[config.mk]
export PLATFORM = sky130hd
export DESIGN_NAME = sorted_list_engine_core
export DESIGN_NICKNAME = d
export VERILOG_FILES = /design/src/hw/rtl/sle_pkg.sv /design/src/hw/rtl/sle_ctrl.sv /design/src/hw/rtl/sle_datapath.sv /design/src/hw/rtl/sorted_list_engine_core.sv
export SDC_FILE = /design/constraint.sdc
export NUM_CORES = 2
export LEC_CHECK = 0
export BUFFER_PORTS_ARGS = -buffer_cell sky130_fd_sc_hd__buf_2
export CELL_PAD_IN_SITES_DETAIL_PLACEMENT = 1
export CELL_PAD_IN_SITES_GLOBAL_PLACEMENT = 2
export CORE_UTILIZATION = 43
export CTS_CLUSTER_DIAMETER = 80
export DETAILED_ROUTE_END_ITERATION = 8
export GPL_TIMING_DRIVEN = 0
export PLACE_DENSITY_LB_ADDON = 0.1
export SYNTH_ARGS = -nofsm -noshare
export SYNTH_HDL_FRONTEND = slang
export SYNTH_SLANG_ARGS = --single-unit
[constraint.sdc]
create_clock -name aclk -period 7.6 [get_ports aclk]
set_input_delay 1.52 -clock aclk [delete_from_list [all_inputs] [get_ports aclk]]
set_output_delay 1.52 -clock aclk [all_outputs]
set_load 0.05 [all_outputs]
[src/hw/rtl/sle_pkg.sv]
// ----------------------------------------------------------------------------
// sle_pkg
// Shared codes and types for the sorted list engine: action codes, status
// codes and the command bundle from the controller to the datapath.
// ----------------------------------------------------------------------------
package sle_pkg;

    // action codes carried by an input item
    localparam logic [2:0] ACT_INSERT = 3'd0;
    localparam logic [2:0] ACT_REMOVE = 3'd1;
    localparam logic [2:0] ACT_SEARCH = 3'd2;
    localparam logic [2:0] ACT_POP    = 3'd3;
    localparam logic [2:0] ACT_CLEAR  = 3'd4;

    // status codes returned with each result item
    localparam logic [1:0] STAT_OK       = 2'd0;
    localparam logic [1:0] STAT_NOTFOUND = 2'd1;
    localparam logic [1:0] STAT_FULL     = 2'd2;
    localparam logic [1:0] STAT_EMPTY    = 2'd3;

    localparam int KEY_W   = 32;
    localparam int COUNT_W = 5;

    // controller to datapath commands
    typedef struct packed {
        logic load;     // capture the accepted item
        logic compare;  // register the per-entry compares
        logic apply;    // update the list and the result register
    } sle_cmd_t;

endpackage

[src/hw/rtl/sle_ctrl.sv]
// ----------------------------------------------------------------------------
// sle_ctrl
// Sequencer for the sorted list engine: takes an item, steps it through the
// compare and update phases and owns the result valid flag.
// ----------------------------------------------------------------------------
module sle_ctrl
    import sle_pkg::*;
(
    input  logic     aclk,
    input  logic     aresetn,
    input  logic     s_valid,
    output logic     s_ready,
    output logic     m_valid,
    input  logic     m_ready,
    output sle_cmd_t cmd
);

    localparam logic [1:0] S_IDLE    = 2'd0;
    localparam logic [1:0] S_COMPARE = 2'd1;
    localparam logic [1:0] S_UPDATE  = 2'd2;

    logic [1:0] state_reg, state_next;
    logic       m_valid_reg, m_valid_next;
    logic       out_free;

    assign s_ready  = (state_reg == S_IDLE);
    assign m_valid  = m_valid_reg;
    assign out_free = !m_valid_reg || m_ready;

    // command decode
    always_comb begin
        cmd.load    = (state_reg == S_IDLE) && s_valid;
        cmd.compare = (state_reg == S_COMPARE);
        cmd.apply   = (state_reg == S_UPDATE) && out_free;
    end

    // next state
    always_comb begin
        state_next = state_reg;
        case (state_reg)
            S_IDLE: begin
                if (s_valid) state_next = S_COMPARE;
            end
            S_COMPARE: begin
                state_next = S_UPDATE;
            end
            S_UPDATE: begin
                if (out_free) state_next = S_IDLE;
            end
            default: begin
                state_next = S_IDLE;
            end
        endcase
    end

    // result valid: set on update, cleared when the item is taken
    always_comb begin
        m_valid_next = m_valid_reg;
        if (cmd.apply) m_valid_next = 1'b1;
        else if (m_ready) m_valid_next = 1'b0;
    end

    always_ff @(posedge aclk) begin
        if (!aresetn) begin
            state_reg   <= S_IDLE;
            m_valid_reg <= 1'b0;
        end else begin
            state_reg   <= state_next;
            m_valid_reg <= m_valid_next;
        end
    end

endmodule

[src/hw/rtl/sle_datapath.sv]
// ----------------------------------------------------------------------------
// sle_datapath
// Row of key cells kept in descending order, per-cell compare flags, the key
// count and the result register. Each cell only looks at its neighbors and the item key.
// ----------------------------------------------------------------------------
module sle_datapath
    import sle_pkg::*;
#(
    parameter int CAPACITY = 16
) (
    input  logic                      aclk,
    input  logic                      aresetn,
    input  sle_cmd_t                  cmd,
    input  logic [2:0]                in_action,
    input  logic signed [KEY_W-1:0]   in_key,
    output logic                      res_hit,
    output logic [1:0]                res_status,
    output logic                      res_is_empty,
    output logic signed [KEY_W-1:0]   res_first,
    output logic [COUNT_W-1:0]        res_count
);

    localparam int CW = $clog2(CAPACITY + 1);

    logic [2:0]              act_reg;
    logic signed [KEY_W-1:0] key_reg;
    logic signed [KEY_W-1:0] cell_reg  [CAPACITY];
    logic signed [KEY_W-1:0] cell_next [CAPACITY];
    logic signed [KEY_W-1:0] below_src [CAPACITY];
    logic signed [KEY_W-1:0] above_src [CAPACITY];
    logic [CAPACITY-1:0]     eq_reg, eq_next;
    logic [CAPACITY-1:0]     gt_reg, gt_next;
    logic [CAPACITY-1:0]     gt_prev;
    logic [CW-1:0]           count_reg, count_next;
    logic                    found, empty, full;
    logic                    do_insert, do_remove, do_pop;
    logic                    hit_next;
    logic [1:0]              status_next;

    logic                    hit_reg, empty_out_reg;
    logic [1:0]              status_reg;
    logic signed [KEY_W-1:0] first_reg;
    logic [COUNT_W-1:0]      count_out_reg;

    // neighbor taps of each cell
    genvar g;
    generate
        for (g = 0; g < CAPACITY; g++) begin : g_taps
            if (g < CAPACITY - 1) begin : g_below
                assign below_src[g] = cell_reg[g+1];
            end else begin : g_last
                assign below_src[g] = cell_reg[g];
            end
            if (g > 0) begin : g_above
                assign above_src[g] = cell_reg[g-1];
                assign gt_prev[g]   = gt_reg[g-1];
            end else begin : g_first
                assign above_src[g] = in_key;
                assign gt_prev[g]   = 1'b1;
            end
        end
    endgenerate

    // per-cell compare against the item key, live entries only
    always_comb begin
        for (int i = 0; i < CAPACITY; i++) begin
            eq_next[i] = (CW'(i) < count_reg) && (cell_reg[i] == key_reg);
            gt_next[i] = (CW'(i) < count_reg) && (cell_reg[i] > key_reg);
        end
    end

    assign found = |eq_reg;
    assign empty = (count_reg == '0);
    assign full  = (count_reg == CW'(CAPACITY));

    // action decode
    always_comb begin
        do_insert   = 1'b0;
        do_remove   = 1'b0;
        do_pop      = 1'b0;
        hit_next    = 1'b0;
        status_next = STAT_OK;
        count_next  = count_reg;
        case (act_reg)
            ACT_INSERT: begin
                if (!found) begin
                    if (full) begin
                        status_next = STAT_FULL;
                    end else begin
                        do_insert  = 1'b1;
                        count_next = count_reg + 1'b1;
                    end
                end
            end
            ACT_REMOVE: begin
                if (empty) begin
                    status_next = STAT_EMPTY;
                end else if (found) begin
                    do_remove  = 1'b1;
                    hit_next   = 1'b1;
                    count_next = count_reg - 1'b1;
                end else begin
                    status_next = STAT_NOTFOUND;
                end
            end
            ACT_SEARCH: begin
                if (found) hit_next = 1'b1;
                else status_next = STAT_NOTFOUND;
            end
            ACT_POP: begin
                if (empty) begin
                    status_next = STAT_EMPTY;
                end else begin
                    do_pop     = 1'b1;
                    hit_next   = 1'b1;
                    count_next = count_reg - 1'b1;
                end
            end
            ACT_CLEAR: begin
                count_next = '0;
            end
            default: begin
            end
        endcase
    end

    // cell update: keep, take the key, shift down or shift up
    always_comb begin
        for (int i = 0; i < CAPACITY; i++) begin
            cell_next[i] = cell_reg[i];
            if (do_insert && !gt_reg[i]) begin
                cell_next[i] = gt_prev[i] ? key_reg : above_src[i];
            end else if (do_remove && !gt_reg[i]) begin
                cell_next[i] = below_src[i];
            end else if (do_pop) begin
                cell_next[i] = below_src[i];
            end
        end
    end

    // item capture and compare flags
    always_ff @(posedge aclk) begin
        if (cmd.load) begin
            act_reg <= in_action;
            key_reg <= in_key;
        end
        if (cmd.compare) begin
            eq_reg <= eq_next;
            gt_reg <= gt_next;
        end
    end

    // key cells
    always_ff @(posedge aclk) begin
        if (cmd.apply) begin
            for (int i = 0; i < CAPACITY; i++) begin
                cell_reg[i] <= cell_next[i];
            end
        end
    end

    // key count
    always_ff @(posedge aclk) begin
        if (!aresetn) begin
            count_reg <= '0;
        end else if (cmd.apply) begin
            count_reg <= count_next;
        end
    end

    // result register
    always_ff @(posedge aclk) begin
        if (cmd.apply) begin
            hit_reg       <= hit_next;
            status_reg    <= status_next;
            empty_out_reg <= (count_next == '0);
            first_reg     <= (count_next == '0) ? '0 : cell_next[0];
            count_out_reg <= COUNT_W'(count_next);
        end
    end

    assign res_hit      = hit_reg;
    assign res_status   = status_reg;
    assign res_is_empty = empty_out_reg;
    assign res_first    = first_reg;
    assign res_count    = count_out_reg;

endmodule

[src/hw/rtl/sorted_list_engine_core.sv]
// ----------------------------------------------------------------------------
// sorted_list_engine_core
// Sorted list of up to CAPACITY distinct signed keys, largest first.
// ----------------------------------------------------------------------------
// Usage:
//   Input channel s_valid/s_ready carries one item: s_action and s_key_value.
//   Actions: insert, remove key, search key, remove first, clear all.
//   Result channel m_valid/m_ready carries one item per input item: hit,
//   status, empty flag, largest key held and the key count after the step.
// Timing:
//   An accepted item is captured, compared against every cell and then
//   applied, and its result shows valid once applied. The controller
//   walks capture, compare and update for one item at a time, so no new
//   item is taken until the last one has been applied.
// Reset:
//   aresetn (synchronous, active low) empties the list and drops any result.
//   Cell contents are not cleared; only entries below the count are used.
// Stall:
//   While a result waits for m_ready the next item is still accepted and
//   compared; its update holds until the pending result is taken.
// ----------------------------------------------------------------------------
module sorted_list_engine_core
    import sle_pkg::*;
#(
    parameter int CAPACITY = 16
) (
    input  logic                    aclk,
    input  logic                    aresetn,
    input  logic                    s_valid,
    output logic                    s_ready,
    input  logic [2:0]              s_action,
    input  logic signed [KEY_W-1:0] s_key_value,
    output logic                    m_valid,
    input  logic                    m_ready,
    output logic                    m_hit,
    output logic [1:0]              m_status,
    output logic                    m_is_empty,
    output logic signed [KEY_W-1:0] m_first_value,
    output logic [COUNT_W-1:0]      m_entry_count
);

    sle_cmd_t cmd;

    // sequencer
    sle_ctrl u_ctrl (
        .aclk    (aclk),
        .aresetn (aresetn),
        .s_valid (s_valid),
        .s_ready (s_ready),
        .m_valid (m_valid),
        .m_ready (m_ready),
        .cmd     (cmd)
    );

    // list storage and result
    sle_datapath #(
        .CAPACITY (CAPACITY)
    ) u_datapath (
        .aclk         (aclk),
        .aresetn      (aresetn),
        .cmd          (cmd),
        .in_action    (s_action),
        .in_key       (s_key_value),
        .res_hit      (m_hit),
        .res_status   (m_status),
        .res_is_empty (m_is_empty),
        .res_first    (m_first_value),
        .res_count    (m_entry_count)
    );

endmodule

==> flow_summary.toml <==
[status]
run_status = "completed"

[die]
initial_core_util_pct = 43.4
die-width_um = 314
dieArea_um2 = 98700
core_area_um2 = 96600
row_count = 114
ios = 82
die_h_um = 314

[cts]
clk_pin_slew_ns = 0.06
insertion_delay_ns = 0.66
cts_buffers = 81
ctsHoldBuffers = 0
post_cts_resized = 0
cts_tree = "done"
clk_path_buf_depth = 3
cts_setup_buffers = 0
cts_num_sinks = 628
root_buffer = "clkbuf_16"
htreeDepth = 3

[setup_path]
slowest_delay_ns = 0.87
slowest_stage = "nor4_1"
cp_num_buf_inv = 3
worstSetupStartpointType = "flop"
timing.setup.critical_path_class = "reg -> reg"
worstPathMaxFanout = 16
worstPathRequired_ns = 8.07
path_delay_family = "buffers and inverters"
path_cells = "clkbuf_1 > clkbuf_1 > inv_1 > ha_1 > nand4_1 > nor4_1 > o311ai_0 > and4_1 > nor4_1"
crit_path_end_kind = "flop"
arrival_ns = 5.72

[pwr]
leakage_nw = 19.8
power_mw = 8.40
vdd_drop_max_mv = 0.156
powerDensity_nw_per_um2 = 179

[drt]
vias = 30900
drt_iter0_markers = 1840
drc = 0
wl_um = 134000
detail_route.vias_per_cell = 5.67
antenna_left = 0
routedWlPerCell_um = 24.6
dr.pass1.iters = 5

[placement]
portBuffers = 81
dp_hpwl_um = 111000
gp_congestion = 0.881

[timing]
period_needed_ns = 5.25
setup_viol = 0
rsz0062_at_grt = "no"
slew_headroom_pct = 15.6
slew_viol_final = 0
period_share_pct = 69.0
hold_ws_ns = 0.522
hold_viol = 0
worst_slew_pin_slew_ns = 1.25
max_freq_ghz = 0.191
fin_skew_ns = 0.0237

[synth]
synth_nets = 4475
yosysMostFrequentCell = "a21oi_1"
yosys_warnings = 0
ys_seq_area_share_pct = 44.8
synth_edf_count = 620
synthesis.instances = 3920
synth_commonest_cells = "a21oi_1, edfxtp_1, nor2_1"
ys_ff_latch = 628
avgSynthCellArea_um2 = 10.7
async_flop_share_pct = 0
synth_top_area_cell = "edfxtp_1"
synthTopCellsByArea = "edfxtp_1, ha_1, mux2i_1"
synth_top_flop_cell = "edfxtp_1"
synthesis.area_um2 = 41900
ys_types = 64
netlist.area_leader.share_pct = 44.4

[global_routing]
antenna_found_initial = 0
grt_pass1_vias = 32500
track_usage_pct = 27.1
grt_pass1_wl_um = 201000
grt_start_max_net_pins = 66
grt_overflow = 0

[layout]
largest_register_ffs = 512
layout-drive-gt1-share_pct = 9.05
nets = 4658
fillCellCount = 10600
area_growth_syn_to_layout_pct = 12.2

[min_path]
holdCritPathClass = "reg -> reg"

[job]
maxCapViolCount = 0
[cell usage in the layout, fill, tap and decap left out, drive strengths merged, types with 3 or more instances in the layout]
master,Yosys,layout
clkinvlp,0,5
a31oi,15,15
a31o,3,3
o21a,24,24
o211ai,19,19
dfxtp,8,8
nand3b,4,4
nand3,20,20
nand2,43,43
or3,6,6
nor4,25,25
buf,88,188
or2,4,4
o21ai,76,76
a21o,190,190
clkinv,0,29
nor2,605,605
and4,12,12
nand4,125,125
clkbuf,146,251
a211oi,13,13
a21oi,621,621
bufinv,0,5
edfxtp,620,620
nand2b,17,17
o31ai,4,4
nor2b,45,45
inv,103,106
nor3,12,12
mux2,31,31
ha,516,516
mux2i,492,492
[tightest hold or removal path: cells and delay by family (launching register included)]
| family | cells | cell delay, ns |
|---|---|---|
| flops | 1 | 0.30 |
| simple gates | 1 | 0.09 |
| compound gates | 1 | 0.08 |
[power by group]
group | total (mW) | switching [mW] | internal (mW)
combinational | 0.777 | 0.503 | 0.274
sequential | 3.80 | 0.0151 | 3.79
clock | 3.82 | 1.59 | 2.23
total | 8.40 | 2.11 | 6.29
[worst paths after layout]
path | depth (start not counted) | startpoint | slack (ns) | to
max reg2reg | 9 | u_datapath.key_reg[25] | 2.35 | u_datapath.gt_reg[8]
min | 2 | u_ctrl.m_valid | 0.52 | u_ctrl.m_valid
max | 9 | u_datapath.key_reg[25] | 2.35 | u_datapath.gt_reg[8]
min reg2reg | 2 | u_ctrl.m_valid | 0.52 | u_ctrl.m_valid
[metal layers]
metal	share of wire, %	wire (um)	track usage, %
met5	0	0	0
met4	3.1	4180	8.45
met3	2.7	3670	2.54
met2	48	64200	46.6
met1	46	61900	36.0
[cell families (layout without fill, tap and decap cells)]
| family | after synthesis | in the layout | synth area share (%) |
|---|---|---|---|
| fa+ha+maj | 516 | 516 | 15.4 |
| compound gates | 987 | 987 | 13.6 |
| flops | 628 | 628 | 44.8 |
| other cells | 0 | 1 | 0 |
| buf+inv | 337 | 584 | 3.33 |
| mux | 523 | 523 | 12.6 |
| simple gates | 929 | 929 | 10.3 |
[layout make-up]
cell class / instances / area (um^2) / share of cell area (%)
clock inverter: 42 / 352 / 0.747
antenna: 1 / 2.50 / 0.00532
multi-input combinational: 2955 / 21900 / 46.6
buffer: 234 / 1020 / 2.16
timing repair buffer: 100 / 783 / 1.66
inverter: 103 / 387 / 0.822
clock buffer: 105 / 2220 / 4.72
sequential: 628 / 18800 / 39.9
tap: 1276 / 1600 / 3.39
[stage by stage]
step	utilization (%)	TNS [ns]	cells	setup slack [ns]	area (um^2)
finish	48.7	0	5444	2.35	47000
global route	48.7	0	5443	2.32	47000
CTS	48.7	0	5443	2.53	47000
detailed placement	46.1	0	5296	2.57	44500
global placement	45.5	-842.91	5277	-2.10	43900
floorplan	-	0	3920	0.643	41900
No activity file was read; power rests on OpenSTA's default activity.
